`src/bqd_pkg.sv`:
```
// Shared constants and control types for the biquad filter.
package bqd_pkg;

	localparam int DEF_SAMPLE_WIDTH = 16;
	localparam int DEF_COEF_WIDTH   = 18;
	localparam int STATE_WIDTH      = 32;
	localparam int COEF_INT_BITS    = 4;
	localparam int CFG_IDX_WIDTH    = 3;

	typedef enum logic [1:0] {
		BASE_ZERO,
		BASE_D1,
		BASE_D2,
		BASE_ACC
	} bqd_base_t;

	typedef enum logic [2:0] {
		DST_NONE,
		DST_Y,
		DST_ACC,
		DST_D1,
		DST_D2
	} bqd_dst_t;

	typedef struct packed {
		logic      mul_en;
		logic      mul_y;
		bqd_base_t base_sel;
		logic      subtract;
		bqd_dst_t  dst;
	} bqd_ctrl_t;

endpackage

```
`src/bqd_datapath.sv`:
```
// Shared multiplier, rounding, accumulator and delay state of the biquad filter.
module bqd_datapath
	import bqd_pkg::*;
#(
	parameter int SAMPLE_WIDTH = DEF_SAMPLE_WIDTH,
	parameter int COEF_WIDTH   = DEF_COEF_WIDTH
) (
	input  logic                           clk,
	input  logic                           arst_n,
	input  bqd_ctrl_t                      ctrl,
	input  logic                           load_x,
	input  logic signed [SAMPLE_WIDTH-1:0] sample_in,
	input  logic                           clear,
	input  logic signed [COEF_WIDTH-1:0]   coef,
	output logic signed [SAMPLE_WIDTH-1:0] y
);

	localparam int CF    = COEF_WIDTH - COEF_INT_BITS;
	localparam int PW    = SAMPLE_WIDTH + COEF_WIDTH;
	localparam int RP_W  = PW - CF;
	localparam int ACC_W = ((RP_W > STATE_WIDTH) ? RP_W : STATE_WIDTH) + 2;

	localparam logic signed [PW-1:0] HALF =
		{{(PW - CF){1'b0}}, 1'b1, {(CF - 1){1'b0}}};
	localparam logic signed [ACC_W-1:0] ST_MAX =
		{{(ACC_W - STATE_WIDTH + 1){1'b0}}, {(STATE_WIDTH - 1){1'b1}}};
	localparam logic signed [ACC_W-1:0] ST_MIN =
		{{(ACC_W - STATE_WIDTH + 1){1'b1}}, {(STATE_WIDTH - 1){1'b0}}};
	localparam logic signed [ACC_W-1:0] SMP_MAX =
		{{(ACC_W - SAMPLE_WIDTH + 1){1'b0}}, {(SAMPLE_WIDTH - 1){1'b1}}};
	localparam logic signed [ACC_W-1:0] SMP_MIN =
		{{(ACC_W - SAMPLE_WIDTH + 1){1'b1}}, {(SAMPLE_WIDTH - 1){1'b0}}};

	logic signed [SAMPLE_WIDTH-1:0] x_q;
	logic signed [SAMPLE_WIDTH-1:0] y_q;
	logic signed [SAMPLE_WIDTH-1:0] mul_b;
	logic signed [PW-1:0]           prod_s1;
	logic signed [PW-1:0]           rnd;
	logic signed [RP_W-1:0]         rp;
	logic signed [ACC_W-1:0]        rp_ext;
	logic signed [ACC_W-1:0]        base;
	logic signed [ACC_W-1:0]        sum;
	logic signed [ACC_W-1:0]        acc_q;
	logic signed [STATE_WIDTH-1:0]  d1_q;
	logic signed [STATE_WIDTH-1:0]  d2_q;
	logic signed [STATE_WIDTH-1:0]  sum_sat32;
	logic signed [SAMPLE_WIDTH-1:0] sum_satsmp;

	assign mul_b = ctrl.mul_y ? y_q : x_q;

	// Round half up: add half an LSB of the sample scale, then drop the extra fraction bits.
	assign rnd    = prod_s1 + HALF;
	assign rp     = rnd[PW-1:CF];
	assign rp_ext = {{(ACC_W - RP_W){rp[RP_W-1]}}, rp};

	always_comb begin
		case (ctrl.base_sel)
			BASE_D1:  base = {{(ACC_W - STATE_WIDTH){d1_q[STATE_WIDTH-1]}}, d1_q};
			BASE_D2:  base = {{(ACC_W - STATE_WIDTH){d2_q[STATE_WIDTH-1]}}, d2_q};
			BASE_ACC: base = acc_q;
			default:  base = '0;
		endcase
	end

	assign sum = ctrl.subtract ? (base - rp_ext) : (base + rp_ext);

	always_comb begin
		if (sum > ST_MAX) begin
			sum_sat32 = ST_MAX[STATE_WIDTH-1:0];
		end else if (sum < ST_MIN) begin
			sum_sat32 = ST_MIN[STATE_WIDTH-1:0];
		end else begin
			sum_sat32 = sum[STATE_WIDTH-1:0];
		end
		if (sum > SMP_MAX) begin
			sum_satsmp = SMP_MAX[SAMPLE_WIDTH-1:0];
		end else if (sum < SMP_MIN) begin
			sum_satsmp = SMP_MIN[SAMPLE_WIDTH-1:0];
		end else begin
			sum_satsmp = sum[SAMPLE_WIDTH-1:0];
		end
	end

	always_ff @(posedge clk) begin
		if (load_x) begin
			x_q <= sample_in;
		end
		if (ctrl.mul_en) begin
			prod_s1 <= coef * mul_b;
		end
		if (ctrl.dst == DST_ACC) begin
			acc_q <= sum;
		end
		if (ctrl.dst == DST_Y) begin
			y_q <= sum_satsmp;
		end
	end

	always_ff @(posedge clk or negedge arst_n) begin
		if (!arst_n) begin
			d1_q <= '0;
			d2_q <= '0;
		end else if (clear) begin
			d1_q <= '0;
			d2_q <= '0;
		end else begin
			if (ctrl.dst == DST_D1) begin
				d1_q <= sum_sat32;
			end
			if (ctrl.dst == DST_D2) begin
				d2_q <= sum_sat32;
			end
		end
	end

	assign y = y_q;

endmodule

```
`src/biquad_iir_filter.sv`:
```
// Biquad IIR filter, transposed direct form II, on one shared multiplier.
//
//   channel  signals                                  direction  moves
//   input    in_valid, in_ready, sample_in            in         one sample word
//   output   out_valid, out_ready, sample_out         out        one filtered word
//   config   cfg_we, cfg_index, cfg_data              in         one coefficient
//
// An accepted word takes one multiplier pass per coefficient (five in all),
// each followed by one rounding add in the accumulator, overlapped one step
// deep, and then a done state that hands the result over to the output
// register; the sequencer then returns to idle to take the next word.
// The input is not ready while a word is in the sequencer; the output register
// lets a new word be accepted while the previous result still waits.
// If the output register is still full when a result finishes, the sequencer
// holds that result until the output side takes the old one.
// Reset loads b0 = 1.0 and all other coefficients as zero, and clears both
// delay registers; a coefficient write also clears both delays.
module biquad_iir_filter
	import bqd_pkg::*;
#(
	parameter int SAMPLE_WIDTH = DEF_SAMPLE_WIDTH,
	parameter int COEF_WIDTH   = DEF_COEF_WIDTH
) (
	input  logic                           clk,
	input  logic                           arst_n,
	input  logic                           in_valid,
	output logic                           in_ready,
	input  logic signed [SAMPLE_WIDTH-1:0] sample_in,
	output logic                           out_valid,
	input  logic                           out_ready,
	output logic signed [SAMPLE_WIDTH-1:0] sample_out,
	input  logic                           cfg_we,
	input  logic [CFG_IDX_WIDTH-1:0]       cfg_index,
	input  logic [COEF_WIDTH-1:0]          cfg_data
);

	// Register indexes of the configuration port.
	localparam logic [CFG_IDX_WIDTH-1:0] REG_B0 = CFG_IDX_WIDTH'(0);
	localparam logic [CFG_IDX_WIDTH-1:0] REG_B1 = CFG_IDX_WIDTH'(1);
	localparam logic [CFG_IDX_WIDTH-1:0] REG_B2 = CFG_IDX_WIDTH'(2);
	localparam logic [CFG_IDX_WIDTH-1:0] REG_A1 = CFG_IDX_WIDTH'(3);
	localparam logic [CFG_IDX_WIDTH-1:0] REG_A2 = CFG_IDX_WIDTH'(4);

	// Unity gain in the coefficient format (four integer bits).
	localparam logic signed [COEF_WIDTH-1:0] COEF_ONE =
		{{(COEF_INT_BITS - 1){1'b0}}, 1'b1, {(COEF_WIDTH - COEF_INT_BITS){1'b0}}};

	// Each multiplying state names the product that is launched into the multiplier in it;
	// the accumulator consumes the product launched one state earlier.
	typedef enum logic [2:0] {
		S_IDLE,
		S_MB0,
		S_MB1,
		S_MA1,
		S_MB2,
		S_MA2,
		S_LAST,
		S_DONE
	} state_t;

	state_t                          state_q;
	logic signed [COEF_WIDTH-1:0]    b0_q, b1_q, b2_q, a1_q, a2_q;
	logic signed [COEF_WIDTH-1:0]    coef;
	logic signed [SAMPLE_WIDTH-1:0]  y;
	logic signed [SAMPLE_WIDTH-1:0]  out_q;
	logic                            out_valid_q;
	logic                            coef_write;
	logic                            accept;
	logic                            out_free;
	bqd_ctrl_t                       ctrl;

	assign in_ready   = (state_q == S_IDLE);
	assign accept     = in_valid && in_ready;
	assign out_free   = !out_valid_q || out_ready;
	assign out_valid  = out_valid_q;
	assign sample_out = out_q;

	// Coefficient registers; an index beyond the list is ignored.
	always_comb begin
		coef_write = 1'b0;
		unique case (cfg_index)
			REG_B0, REG_B1, REG_B2, REG_A1, REG_A2: coef_write = cfg_we;
			default:                                coef_write = 1'b0;
		endcase
	end

	always_ff @(posedge clk or negedge arst_n) begin
		if (!arst_n) begin
			b0_q <= COEF_ONE;
			b1_q <= '0;
			b2_q <= '0;
			a1_q <= '0;
			a2_q <= '0;
		end else if (cfg_we) begin
			unique case (cfg_index)
				REG_B0:  b0_q <= cfg_data;
				REG_B1:  b1_q <= cfg_data;
				REG_B2:  b2_q <= cfg_data;
				REG_A1:  a1_q <= cfg_data;
				REG_A2:  a2_q <= cfg_data;
				default: ;
			endcase
		end
	end

	// Step decode. The sequence is:
	//   y  = sat_sample(rnd(b0*x) + d1)
	//   d1 = sat32(rnd(b1*x) + d2 - rnd(a1*y))
	//   d2 = sat32(rnd(b2*x) - rnd(a2*y))
	// with d2 read for the new d1 before d2 is overwritten.
	always_comb begin
		ctrl          = '0;
		ctrl.base_sel = BASE_ZERO;
		ctrl.dst      = DST_NONE;
		coef          = b0_q;
		unique case (state_q)
			S_MB0: begin
				ctrl.mul_en = 1'b1;
				coef        = b0_q;
			end
			S_MB1: begin
				ctrl.mul_en   = 1'b1;
				coef          = b1_q;
				ctrl.base_sel = BASE_D1;
				ctrl.dst      = DST_Y;
			end
			S_MA1: begin
				ctrl.mul_en   = 1'b1;
				ctrl.mul_y    = 1'b1;
				coef          = a1_q;
				ctrl.base_sel = BASE_D2;
				ctrl.dst      = DST_ACC;
			end
			S_MB2: begin
				ctrl.mul_en   = 1'b1;
				coef          = b2_q;
				ctrl.base_sel = BASE_ACC;
				ctrl.subtract = 1'b1;
				ctrl.dst      = DST_D1;
			end
			S_MA2: begin
				ctrl.mul_en   = 1'b1;
				ctrl.mul_y    = 1'b1;
				coef          = a2_q;
				ctrl.base_sel = BASE_ZERO;
				ctrl.dst      = DST_ACC;
			end
			S_LAST: begin
				ctrl.base_sel = BASE_ACC;
				ctrl.subtract = 1'b1;
				ctrl.dst      = DST_D2;
			end
			default: ;
		endcase
	end

	always_ff @(posedge clk or negedge arst_n) begin
		if (!arst_n) begin
			state_q     <= S_IDLE;
			out_valid_q <= 1'b0;
		end else begin
			if (out_valid_q && out_ready) begin
				out_valid_q <= 1'b0;
			end
			unique case (state_q)
				S_IDLE: begin
					if (accept) begin
						state_q <= S_MB0;
					end
				end
				S_MB0:  state_q <= S_MB1;
				S_MB1:  state_q <= S_MA1;
				S_MA1:  state_q <= S_MB2;
				S_MB2:  state_q <= S_MA2;
				S_MA2:  state_q <= S_LAST;
				S_LAST: state_q <= S_DONE;
				S_DONE: begin
					if (out_free) begin
						out_valid_q <= 1'b1;
						state_q     <= S_IDLE;
					end
				end
				default: state_q <= S_IDLE;
			endcase
		end
	end

	// The output word itself needs no reset.
	always_ff @(posedge clk) begin
		if (state_q == S_DONE && out_free) begin
			out_q <= y;
		end
	end

	bqd_datapath #(
		.SAMPLE_WIDTH (SAMPLE_WIDTH),
		.COEF_WIDTH   (COEF_WIDTH)
	) u_datapath (
		.clk       (clk),
		.arst_n    (arst_n),
		.ctrl      (ctrl),
		.load_x    (accept),
		.sample_in (sample_in),
		.clear     (coef_write),
		.coef      (coef),
		.y         (y)
	);

endmodule

```
`config.mk`:
```
export PLATFORM = sky130hd
export DESIGN_NAME = biquad_iir_filter
export DESIGN_NICKNAME = d
export VERILOG_FILES = /design/src/bqd_pkg.sv /design/src/bqd_datapath.sv /design/src/biquad_iir_filter.sv
export SDC_FILE = /design/constraint.sdc
export NUM_CORES = 1
export LEC_CHECK = 0
export BUFFER_PORTS_ARGS = -buffer_cell sky130_fd_sc_hd__buf_2
export CAP_MARGIN = 25
export CORE_ASPECT_RATIO = 1.25
export CORE_MARGIN = 3
export CORE_UTILIZATION = 35
export DETAILED_ROUTE_END_ITERATION = 16
export HOLD_SLACK_MARGIN = 0.08
export SLEW_MARGIN = 20
export SYNTH_ARGS = -nofsm -noshare
export SYNTH_HDL_FRONTEND = slang
export SYNTH_SLANG_ARGS = --single-unit
export TNS_END_PERCENT = 20
```
`constraint.sdc`:
```
create_clock -name clk -period 10 [get_ports clk]
set_input_delay 2.5 -clock clk [delete_from_list [all_inputs] [get_ports clk]]
set_output_delay 2.5 -clock clk [all_outputs]
set_load 0.1 [all_outputs]
```
== Word level (Yosys, flattened, before mapping) ==
Index checks and enable logic that the tools add are counted.

* Output and inout bits: 18
* Register bits: 274
* Logic and storage cells: 84
* Bits of input ports: 42

* $lt $le $gt $ge: 4
* Muxes and demuxes: 23
* Reductions and logical operators: 19
* Equal/unequal tests: 20
* Multiply operators: 1
* Add/sub/neg operators: 3

{| class="wikitable"
|+ Operators by type and width
! kind !! number
|-
| $mux W32 || 6
|-
| $pmux W34 S3 || 1
|-
| $pmux W18 S4 || 1
|-
| $add A34 B15 Y34 const B || 1
|-
| $add A34 B20 Y34 || 1
|-
| $gt A34 B16 Y1 const B || 1
|-
| $gt A34 B32 Y1 const B || 1
|-
| $lt A34 B16 Y1 const B || 1
|-
| $lt A34 B32 Y1 const B || 1
|-
| $mul A18 B16 Y34 || 1
|-
| $mux W34 || 1
|-
| $sub A34 B20 Y34 || 1
|-
| $mux W16 || 2
|-
| $pmux W3 S8 || 1
|-
| $eq A3 B2 Y1 const B || 6
|-
| $eq A3 B3 Y1 const B || 6
|-
| $pmux W3 S4 || 1
|-
| $reduce_and A2 Y1 || 6
|-
| $reduce_or A5 Y1 || 2
|-
| $eq A3 B1 Y1 const B || 3
|-
| $mux W1 || 7
|-
| $logic_not A3 Y1 || 2
|-
| $mux W3 || 2
|-
| $pmux W2 S3 || 1
|-
| 9 further kinds || 14
|}

== Longest topological paths before layout ==
Gate-level depths: netlist of the first run.

* Depth in word-level cells: 12
* Mapped depth: 32
* Mapped depth without buffers: 29

== By module ==
A second synthesis of the first run with hierarchy kept.

* Cells, all modules: 2545
* Area, all modules: 25229.2 um^2

{| class="wikitable"
|+ Modules (own cells, without submodules)
! module !! seq. area each (um^2) !! area each (um^2) !! cells each !! times used
|-
| bqd_datapath || 4214.0 || 20124.3 || 2154 || 1
|-
| biquad_iir_filter || 2834.0 || 5104.9 || 391 || 1
|}

== Worst setup path before layout of the first run ==
OpenSTA, ideal clock, no wires.

* Path kind: reg2reg
* Start point: reg state_q[0]
* End point: reg u_datapath.prod_s1[31] (data pin)
* Arrival time: 7.694 ns
* Clock period less this slack: 7.955 ns
* Library setup time: 0.261 ns
* Buffers on the path: 3
* Path slack: 2.045 ns
* Cell stages (with the launch flop): 27
* Path through: dfrtp_1 > buf_2 > buf_1 > buf_1 > mux2_2 > o221ai_1 > nor2_1 > fa_1 > inv_1 > fa_1 > inv_1 > fa_1 > ha_1 > inv_1 > fa_1 > inv_1 > fa_1 > ha_1 > a211oi_1 > o211ai_1 > a211oi_1 > o21ai_0 > o2111ai_1 > a21oi_1 > a2111o_1 > a21o_1 > o311a_1

* Longest elaborated chain between the ends: 5
* Elaborated cells between the ends (all ways): 9

{| class="wikitable"
|+ Ends and longest elaborated chain
! element !! line !! RTL
|-
| from (decl) || biquad_iir_filter.sv:61 || <nowiki>state_t state_q;</nowiki>
|-
| from (signal assigned) || biquad_iir_filter.sv:159 || <nowiki>state_q <= S_IDLE;</nowiki>
|-
| from (signal assigned) || biquad_iir_filter.sv:168 || <nowiki>state_q <= S_MB0;</nowiki>
|-
| from (signal assigned) || biquad_iir_filter.sv:171 || <nowiki>S_MB0: state_q <= S_MB1;</nowiki>
|-
| $eq A3 B3 Y1 or $eq A3 B2 Y1 (tied branches) || biquad_iir_filter.sv:116 || <nowiki>unique case (state_q)</nowiki>
|-
| $reduce_or A2 Y1 (no source line) || n/a ||
|-
| $mux W1 || biquad_iir_filter.sv:116 ||
|-
| $mux W16 || bqd_datapath.sv:49 || <nowiki>assign mul_b = ctrl.mul_y ? y_q : x_q;</nowiki>
|-
| $mul A18 B16 Y34 * || bqd_datapath.sv:89 || <nowiki>prod_s1 <= coef * mul_b;</nowiki>
|-
| to (signal assigned) || bqd_datapath.sv:89 ||
|-
| to (decl) || bqd_datapath.sv:37 || <nowiki>logic signed [PW-1:0] prod_s1;</nowiki>
|}

Every way passes the cells marked *; elsewhere a longest branch is shown, timed or not.
A chain may end at the register's enable or synchronous reset.

== Final worst setup path of the first run ==
* Start point: reg state_q[2]
* End point: reg u_datapath.prod_s1[31] (data pin)

Same word-level chain as after synthesis.

==> qor.yml, run 1 <==
timing:
  tightest_slew_ns: 1.05
  skew_ns: 0.0154
  fin_crit_ns: 9.21
  hold_viol: 0
  slew_headroom: 0.294
  fmax_mhz: 109
  rsz0062_at_grt: "false"
  slew_violations: 0
  tns_ns: 0
  final-setup-viol-count: 0
  period_share: 0.921
yosys:
  syn_inst: 2468
  synth_cell_types: 89
  seq_area_frac_synth: 0.284
  syn_area_sq_um: 24800
  synth-edff-count: 103
  ys_warn_count: 0
  yosys.area.top_type: "fa_1"
  yosys_most_used_dff: "dfrtp_1"
  yosys_register_bits: 261
  yosysTopAreaCellShare: 0.234
  synth_area_leaders: "fa_1, dfrtp_1, edfxtp_1"
  syn_nets: 2918
  async_reset_ff_frac: 0.605
  syn_avg_cell_area_sq_um: 10.1
setup_path:
  crit_arrival_ns: 9.55
  cp.required_ns: 10.33
  path_class: "reg -> reg"
  cp-end-kind: "flip-flop"
  path_max_fanout: 18
  crit_path_start_kind: "flip-flop"
clocking:
  cts_hold_buf: 0
  cts_resized: 0
  clockBufferDepth: 3
  clk_latency_ns: 0.59
  clock-sinks: 261
  clkTransAtPathRegs_ns: 0.06
  htree_levels: 1
  cts_buffers: 31
  cts_tree: "built"
  root_buffer: "clkbuf_16"
  cts_setup_buffers: 0
drt:
  firstDrtPassIters: 5
  drt-total-wl_mm: 70.1
  vias: 18500
  wl_per_cell_um: 20.2
  drc_errors: 0
  drt-initial-drc-count: 1295
  ant_nets: 0
  vias_per_cell: 5.34
hold_path:
  hold_class: "reg -> reg"
die:
  start_util: 0.355
  die_area_sq_um: 74200
  die_h_um: 304
  core_area_sq_um: 69900
  die_x_um: 244
  fp-row-count: 108
  io_pins: 60
global_routing:
  antenna_found_initial: 0
  grt_pass1_wl_mm: 112
  grtUsageTotal: 0.191
  grt-ovfl-total: 0
  grt_max_degree: 59
  grt_pass1_vias: 19600
layout:
  drive_above_1_share: 0.131
  fin_nets: 2953
  final_common_cell: "inv_1"
  mostFrequentLayoutCells: "inv_1, fa_1, nand2_1, nor2_1, dfrtp_1"
  n_antenna_cell: 0
  synthToLayoutAreaGrowth_pct: 9.95
placed_design:
  gp_congestion: 0.911
  io_buffers: 59
  hpwl_mm: 53.6
run_status:
  status: "completed"
flow_run:
  drv_cap: 0
worst paths after layout:
path | cells past startpoint | slack [ns] | from | to
max | 25 | 0.79 | state_q[2] | u_datapath.prod_s1[31]
max reg2reg | 25 | 0.79 | state_q[2] | u_datapath.prod_s1[31]
min in group asynchronous | 1 | 1.86 | arst_n | u_datapath.d2_q[15]
min | 1 | 0.50 | a1_q[17] | a1_q[17]
max in group asynchronous | 3 | 6.26 | arst_n | state_q[0]
min reg2reg | 1 | 0.50 | a1_q[17] | a1_q[17]
flip-flops by register name, summed over array words and instances (netlist names), 18 cells and up:
register            flops
a1_q                   18
a2_q                   18
b0_q                   18
b1_q                   18
b2_q                   18
u_datapath.acc_q       34
u_datapath.d1_q        32
u_datapath.d2_q        32
u_datapath.prod_s1     21
cell families (layout without fill, tap and decap cells):
group,count (synthesis),in the layout,share of synthesized area
mux,179,179,0.0780
buf+inv,499,559,0.0783
xor+xnor,91,91,0.0324
fa+ha+maj,408,408,0.293
compound gates,404,404,0.118
flops,261,261,0.284
simple gates,626,626,0.115
layer usage:
layer  GRT usage  up-vias  share of wire
met1       0.247     9496           0.42
met4      0.0612        0          0.033
li1            -     8330              -
met2       0.333      565           0.50
met3      0.0218      115          0.052
met5           0        -              0
metrics by stage:
stage	worst slack, ns	utilization	instance area, sq um	std cells	hold slack (ns)
6_report	0.789	0.391	27300	3463	0.501
2_1_floorplan	2.05	-	24800	2468	0.422
3_5_place_dp	0.841	0.376	26200	3405	0.486
3_3_place_gp	0.852	0.375	26200	3404	0.482
4_1_cts	0.825	0.391	27300	3463	0.502
5_1_grt	0.260	0.391	27300	3463	0.511
layout make-up:
class | count | area [sq um]
Fill cell | 6842 | 42600
Multi-Input combinational cell | 1708 | 15900
Sequential cell | 261 | 7050
Inverter | 396 | 1490
Tap cell | 935 | 1170
Clock buffer | 49 | 946
Timing Repair Buffer | 105 | 647
Clock inverter | 9 | 96.3
synth_stat cells (all sizes together) (55+ instances only):
cell / n
xnor2: 55
a21oi: 71
ha: 118
edfxtp: 103
mux2: 115
inv: 396
mux2i: 64
a221o: 59
clkbuf: 72
fa: 290
o21ai: 106
nand2: 249
nor2: 198
dfrtp: 157
critical path: stages (launching register included):
cell	delay (ns)
dfrtp_1	0.71
inv_1	0.23
nor2_1	0.80
a22oi_1	0.15
nor2_1	0.21
a221o_1	0.60
nand2_1	0.14
fa_1	0.52
fa_1	0.50
inv_1	0.05
fa_1	0.46
ha_1	0.29
inv_1	0.05
fa_1	0.53
inv_1	0.06
fa_1	0.49
ha_1	0.34
a211oi_1	0.36
o211ai_1	0.15
a211oi_1	0.36
o21ai_0	0.23
o2111ai_1	0.45
a21oi_1	0.25
a2111o_1	0.50
a21o_1	0.21
o311a_1	0.33
Power of run 1 is left out: the tool's default activity adds up to more than one toggle a clock period on the data nets, which glitch-free logic cannot reach.
==> inputs of run 2 (changes only) <==
Settings changed: ABC_AREA set to 1.
==> run 2 against run 1 <==
Worst hold slack worse by 0.026 ns. Flip-flop and latch count stayed put. Non-clock buffer count is 7 lower. First-iteration DRC count is 7.8% higher. Core utilization hardly changed. Register-to-register slack better by 0.76 ns. Maximum frequency is 8.9% higher. Cell area is 1.8% higher. Wire length is 7.5% higher. Critical path depth is 4 lower.
==> qor.yml, run 2 <==
timing:
  hold_viol: 0  # unchanged
  fin_crit_ns: 8.45  # -0.756 ns
  rsz0062_at_grt: "false"
  slew_violations: 0  # unchanged
  skew_ns: 0.0569  # +0.0415 ns
  slew_headroom: 0.291  # -0.00281
  fmax_mhz: 118  # +8.9%
  period_share: 0.845  # -0.0756
  final-setup-viol-count: 0  # unchanged
  setup_ws_ns: 1.55  # +0.756 ns
  tightest_slew_ns: 1.05  # +0.000154 ns
  tns_ns: 0  # unchanged
drt:
  drc_errors: 0  # unchanged
  ant_nets: 0  # unchanged
  firstDrtPassIters: 5  # unchanged
  drt-total-wl_mm: 75.3  # +7.5%
  drt-initial-drc-count: 1396  # +7.8%
  vias_per_cell: 4.92  # -8.0%
  vias: 20600  # +11%
  wl_per_cell_um: 18.0  # -11%
placed_design:
  gp_congestion: 0.979  # +7.5%
  io_buffers: 59  # unchanged
  pre_cts_ws_ns: 1.71  # +0.867 ns
  hpwl_mm: 59.2  # +11%
  place_area_sq_um: 26700  # +1.6%
die:
  fp-row-count: 109  # +0.93%
  die_x_um: 246  # +0.81%
  die_h_um: 306  # +0.81%
  io_pins: 60  # unchanged
  die_area_sq_um: 75400  # +1.6%
  start_util: 0.355  # about the same
  core_area_sq_um: 71100  # +1.7%
hold_path:
  hold_class: "reg -> reg"
  whs_path_depth: 0  # -1
setup_path:
  cp-end-kind: "flip-flop"
  path_class: "reg -> reg"
  crit_path_start_kind: "flip-flop"
  crit_arrival_ns: 8.76  # -0.79 ns
  cp.required_ns: 10.31  # -0.02 ns
  path_max_fanout: 28  # +10
  reg2regPathDepth: 21  # -16%
  r2r_slack_ns: 1.55  # +0.76 ns
yosys:
  muxShareOfSynthArea: 0  # -0.0780
  syn_avg_cell_area_sq_um: 7.95  # -21%
  syn_area_sq_um: 25200  # +1.7%
  yosys_register_bits: 261  # unchanged
  ys_warn_count: 0  # unchanged
  synth_cell_types: 51  # -43%
  synth_fa_ha_area_frac: 0.289  # -0.00480
  async_reset_ff_frac: 0.605  # unchanged
  synthSimpleGateAreaFrac: 0.228  # +0.112
  synth_compound_area_frac: 0.0746  # -0.0438
  yosys-top-cells-count: "nand2_1, inv_1, fa_1"
  seq_area_frac_synth: 0.279  # -0.00465
  yosysMostFrequentCell: "nand2_1"
  synthXorXnorAreaFrac: 0.0229  # -0.00951
  synth-edff-count: 103  # unchanged
  yosys.area.top_type: "fa_1"
  yosys_most_used_dff: "dfrtp_1"
  syn_inst: 3174  # +29%
  synth_area_leaders: "fa_1, dfrtp_1, nand2_1"
  yosysTopAreaCellShare: 0.230  # -0.00383
  synth_top_family_by_area: "adder cells"
  syn_nets: 3624  # +24%
clocking:
  cts_buffers: 30  # -3.2%
  cts_resized: 0  # unchanged
  clockBufferDepth: 3  # unchanged
  cts_hold_buf: 0  # unchanged
  root_buffer: "clkbuf_16"
  htree_levels: 1  # unchanged
  cts_setup_buffers: 0  # unchanged
  cts_tree: "built"
  clkTransAtPathRegs_ns: 0.06  # about the same
  clk_latency_ns: 0.61  # +0.02 ns
  clock-sinks: 261  # unchanged
layout:
  mostFrequentLayoutCells: "nand2_1, inv_1, fa_1, nor2_1, o21ai_0"
  n_antenna_cell: 0  # unchanged
  final_area_sq_um: 27800  # +1.8%
  largest_register: "u_datapath.acc_q"
  synthToLayoutAreaGrowth_pct: 10.0  # about the same
  largest_reg_flops: 34  # unchanged
  reg.largest.list: "u_datapath.acc_q x34, u_datapath.d1_q x32, u_datapath.d2_q x32"
  drive_above_1_share: 0.0664  # -0.0646
  final_common_cell: "nand2_1"
  fill_cells: 7371  # +7.7%
  fin_nets: 3666  # +24%
global_routing:
  antenna_found_initial: 0  # unchanged
  grt_pass1_wl_mm: 121  # +8.1%
  grtUsageTotal: 0.206  # +0.0151
  grt_max_degree: 91  # +54%
  grt-ovfl-total: 0  # unchanged
  grt_pass1_vias: 21600  # +9.9%
flow_run:
  drv_cap: 0  # unchanged
run_status:
  status: "completed"
run 2: cell families (layout without fill, tap and decap cells):
| kind of cell | Yosys count | after routing |
|---|---|---|
| fa+ha+maj | 408 | 408 |
| compound gates | 328 | 328 |
| flops | 261 | 261 |
| simple gates | 1403 | 1403 |
| buf+inv | 708 | 774 |
| xor+xnor | 66 | 66 |
run 2: worst paths after layout:
path / from / endpoint
worst max-delay path: state_q[1] / u_datapath.prod_s1[33]
worst min-delay path: u_datapath.y[1] / sample_out[1]
worst max register to register: state_q[1] / u_datapath.prod_s1[33]
worst min register to register: u_datapath.y[1] / sample_out[1]
max in group asynchronous: arst_n / a2_q[12]
min in group asynchronous: arst_n / u_datapath.d1_q[23]
run 2: worst max-delay path, stage by stage, from the launching register on:
cell,delay [ns]
dfrtp_1,0.51
inv_1,0.10
nand3_1,0.08
buf_4,0.26
nand2_2,0.44
o21ai_1,0.87
clkinv_1,0.61
nor2_1,0.33
fa_1,0.49
fa_1,0.88
inv_1,0.13
fa_1,0.54
fa_1,0.45
fa_1,0.53
fa_1,0.55
inv_1,0.04
ha_1,0.36
a21oi_1,0.25
o21ai_0,0.16
a221oi_1,0.28
nand2_1,0.12
xnor2_1,0.13
run 2: layout make-up:
class,count,area [sq um],share of cell area
clock inverter,9,176,0.00635
inverter,620,2330,0.0838
clock buffer,47,917,0.0330
tap,943,1180,0.0425
timing repair buffer,98,602,0.0217
multi-input combinational,2205,15500,0.559
sequential,261,7050,0.254
run 2: stage by stage:
stage	cells	util	hold WS, ns
floorplan	3174	-	0.427
global placement	4124	0.375	0.454
detailed placement	4127	0.375	0.441
CTS	4183	0.391	0.472
global route	4183	0.391	0.482
finish	4183	0.391	0.475
run 2: layer usage:
layer	up-vias	track usage	wire length, um
met5	-	0	0
met4	0	0.0839	3510
met3	143	0.0163	3360
met2	591	0.369	38200
met1	10000	0.255	30200
li1	9820	-	-
Power of run 2 is left out for the same reason.
==> inputs of run 3 (changes only) <==
Clock period 10 ns to 8.05 ns, I/O delays scaled along.
==> run 3 against run 2 <==
Core utilization is 0.25 points higher. Cell area is 0.65% higher. Worst setup slack worse by 1.1 ns. First-iteration DRC count is 16% lower. Global-route usage is 0.083 points higher. Sequential share of layout area is 0.16 points lower. Wire length is 2.2% higher. Register-to-register slack worse by 1.1 ns. Non-clock buffer count is 30 higher. Critical path depth is 7 higher. Worst hold slack worse by 0.025 ns. Critical path type unchanged.
==> qor.yml, run 3 (same netlist as run 2, synthesis figures left out) <==
run_status:
  status: "completed"
clocking:
  clkTransAtPathRegs_ns: 0.06  # about the same
  root_buffer: "clkbuf_16"
  clk_latency_ns: 0.62  # about the same
  cts_tree: "built"
  htree_levels: 1  # unchanged
  cts_buffers: 30  # unchanged
  cts_hold_buf: 0  # unchanged
  clockBufferDepth: 3  # unchanged
  clock-sinks: 261  # unchanged
setup_path:
  reg2reg_from: "state_q[1]"
  reg2regPathDepth: 28  # +33%
  crit_arrival_ns: 7.96  # -0.80 ns
  cpMostUsedCell: "nand2_1"
  path_class: "reg -> reg"
  critPathTopFamily: "adder cells"
  critPathMaxStageDelay_ns: 0.56  # -0.32 ns
  rr_endpoint: "u_datapath.prod_s1[32]"
  cp.required_ns: 8.37  # -1.94 ns
  r2r_slack_ns: 0.41  # -1.14 ns
  critPathSlowestCell: "fa_1"
  crit_path_start_kind: "flip-flop"
  path_buf_inv: 9  # +4
  cp-end-kind: "flip-flop"
  path_max_fanout: 19  # -32%
global_routing:
  grt-ovfl-total: 0  # unchanged
  grt_pass1_vias: 21500  # -0.16%
  grt_max_degree: 72  # -21%
  grtUsageTotal: 0.207  # +0.000825
  antenna_found_initial: 1  # +1
  grt_pass1_wl_mm: 121  # -0.54%
timing:
  period_share: 0.950  # +0.104
  slew_violations: 0  # unchanged
  hold_viol: 0  # unchanged
  slew_headroom: 0.444  # +0.153
  tightest_slew_ns: 0.832  # -0.221 ns
  hold_slack_ns: 0.450  # -0.0252 ns
  final-setup-viol-count: 0  # unchanged
  fmax_mhz: 131  # +11%
  skew_ns: 0.0634  # +0.00645 ns
  fin_crit_ns: 7.64  # -0.811 ns
drt:
  vias_per_cell: 4.91  # about the same
  ant_nets: 0  # unchanged
  drc_errors: 0  # unchanged
  drt-initial-drc-count: 1169  # -16%
  wl_per_cell_um: 18.3  # +1.4%
  drt-total-wl_mm: 76.9  # +2.2%
  vias: 20700  # +0.62%
  firstDrtPassIters: 6  # +1
layout:
  reg.largest.list: "u_datapath.acc_q x34, u_datapath.d1_q x32, u_datapath.d2_q x32"
  final_common_cell: "nand2_1"
  final_cell_count_no_fill: 4213  # +0.72%
  fin_nets: 3696  # +0.82%
  synthToLayoutAreaGrowth_pct: 10.8
  largest_register: "u_datapath.acc_q"
  n_antenna_cell: 0  # unchanged
  drive_above_1_share: 0.0780  # +0.0116
  multi_input_area_sq_um: 15500  # +0.19%
  largest_reg_flops: 34  # unchanged
  fill_cells: 7390  # +0.26%
  regArea_sq_um: 7050  # unchanged
  mostFrequentLayoutCells: "nand2_1, inv_1, fa_1, nor2_1, o21ai_0"
hold_path:
  hold_class: "reg -> reg"
  holdPathEnd: "sample_out[1]"
  whs_path_depth: 0  # unchanged
  hp-start: "u_datapath.y[1]"
die:
  core_area_sq_um: 71100  # unchanged
  die_h_um: 306  # unchanged
  io_pins: 60  # unchanged
  die_area_sq_um: 75400  # unchanged
  fp-row-count: 109  # unchanged
  die_x_um: 246  # unchanged
  start_util: 0.355  # unchanged
flow_run:
  drv_cap: 0  # unchanged
placed_design:
  io_buffers: 59  # unchanged
  dp.cells: 4155  # +0.68%
  hpwl_mm: 61.1  # +3.2%
  gp_congestion: 0.944  # -3.5%
-- run 3: repair_timing --
action	CTS	global route
hold endpoints to repair	0	0
buffers inserted	0	2
gates resized for setup	0	15
setup endpoints to repair	0	15
-- run 3: worst register-to-register path: cells and delay by family, from the launching register on --
| kind | cells | cell delay (ns) |
|---|---|---|
| DFF | 1 | 0.49 |
| and+or+nand+nor | 10 | 1.36 |
| adders and majority gates | 7 | 3.51 |
| buffers and inverters | 9 | 1.43 |
| AOI/OAI and AO/OA | 2 | 0.54 |
-- run 3: cell type report --
class                           instances  area share
Multi-Input combinational cell       2205       0.556
Sequential cell                       261       0.252
Inverter                              620      0.0837
Clock inverter                          8     0.00340
Tap cell                              943      0.0422
Clock buffer                           48      0.0322
Timing Repair Buffer                  128      0.0300
-- run 3: how the worst max path moves through the flow --
stage	from	end	slack, ns	cells past startpoint
2_1_floorplan	state_q[1]	u_datapath.prod_s1[30]	0.73	26
3_3_place_gp	state_q[1]	u_datapath.prod_s1[24]	0.34	26
3_5_place_dp	state_q[1]	u_datapath.prod_s1[30]	0.23	24
4_1_cts	state_q[1]	u_datapath.prod_s1[30]	0.17	24
5_1_grt	state_q[1]	u_datapath.prod_s1[32]	-0.03	33
6_report	state_q[1]	u_datapath.prod_s1[32]	0.41	28
-- run 3: through the flow --
stage / utilization / setup WS [ns] / area [sq um] / TNS, ns
5_1_grt: 0.393 / -0.0317 / 27900 / -0.0390
2_1_floorplan: - / 0.730 / 25200 / 0
3_3_place_gp: 0.378 / 0.336 / 26900 / 0
3_5_place_dp: 0.378 / 0.227 / 26900 / 0
6_report: 0.393 / 0.406 / 27900 / 0
4_1_cts: 0.392 / 0.166 / 27900 / 0
-- run 3: metal layers --
| layer | global-route usage | share of wire | wire, um |
|---|---|---|---|
| met1 | 0.245 | 0.40 | 30500 |
| met2 | 0.375 | 0.51 | 39200 |
| met3 | 0.0200 | 0.041 | 3170 |
| met4 | 0.0962 | 0.054 | 4170 |
| met5 | 0 | 0 | 0 |
Power of run 3 is left out for the same reason.
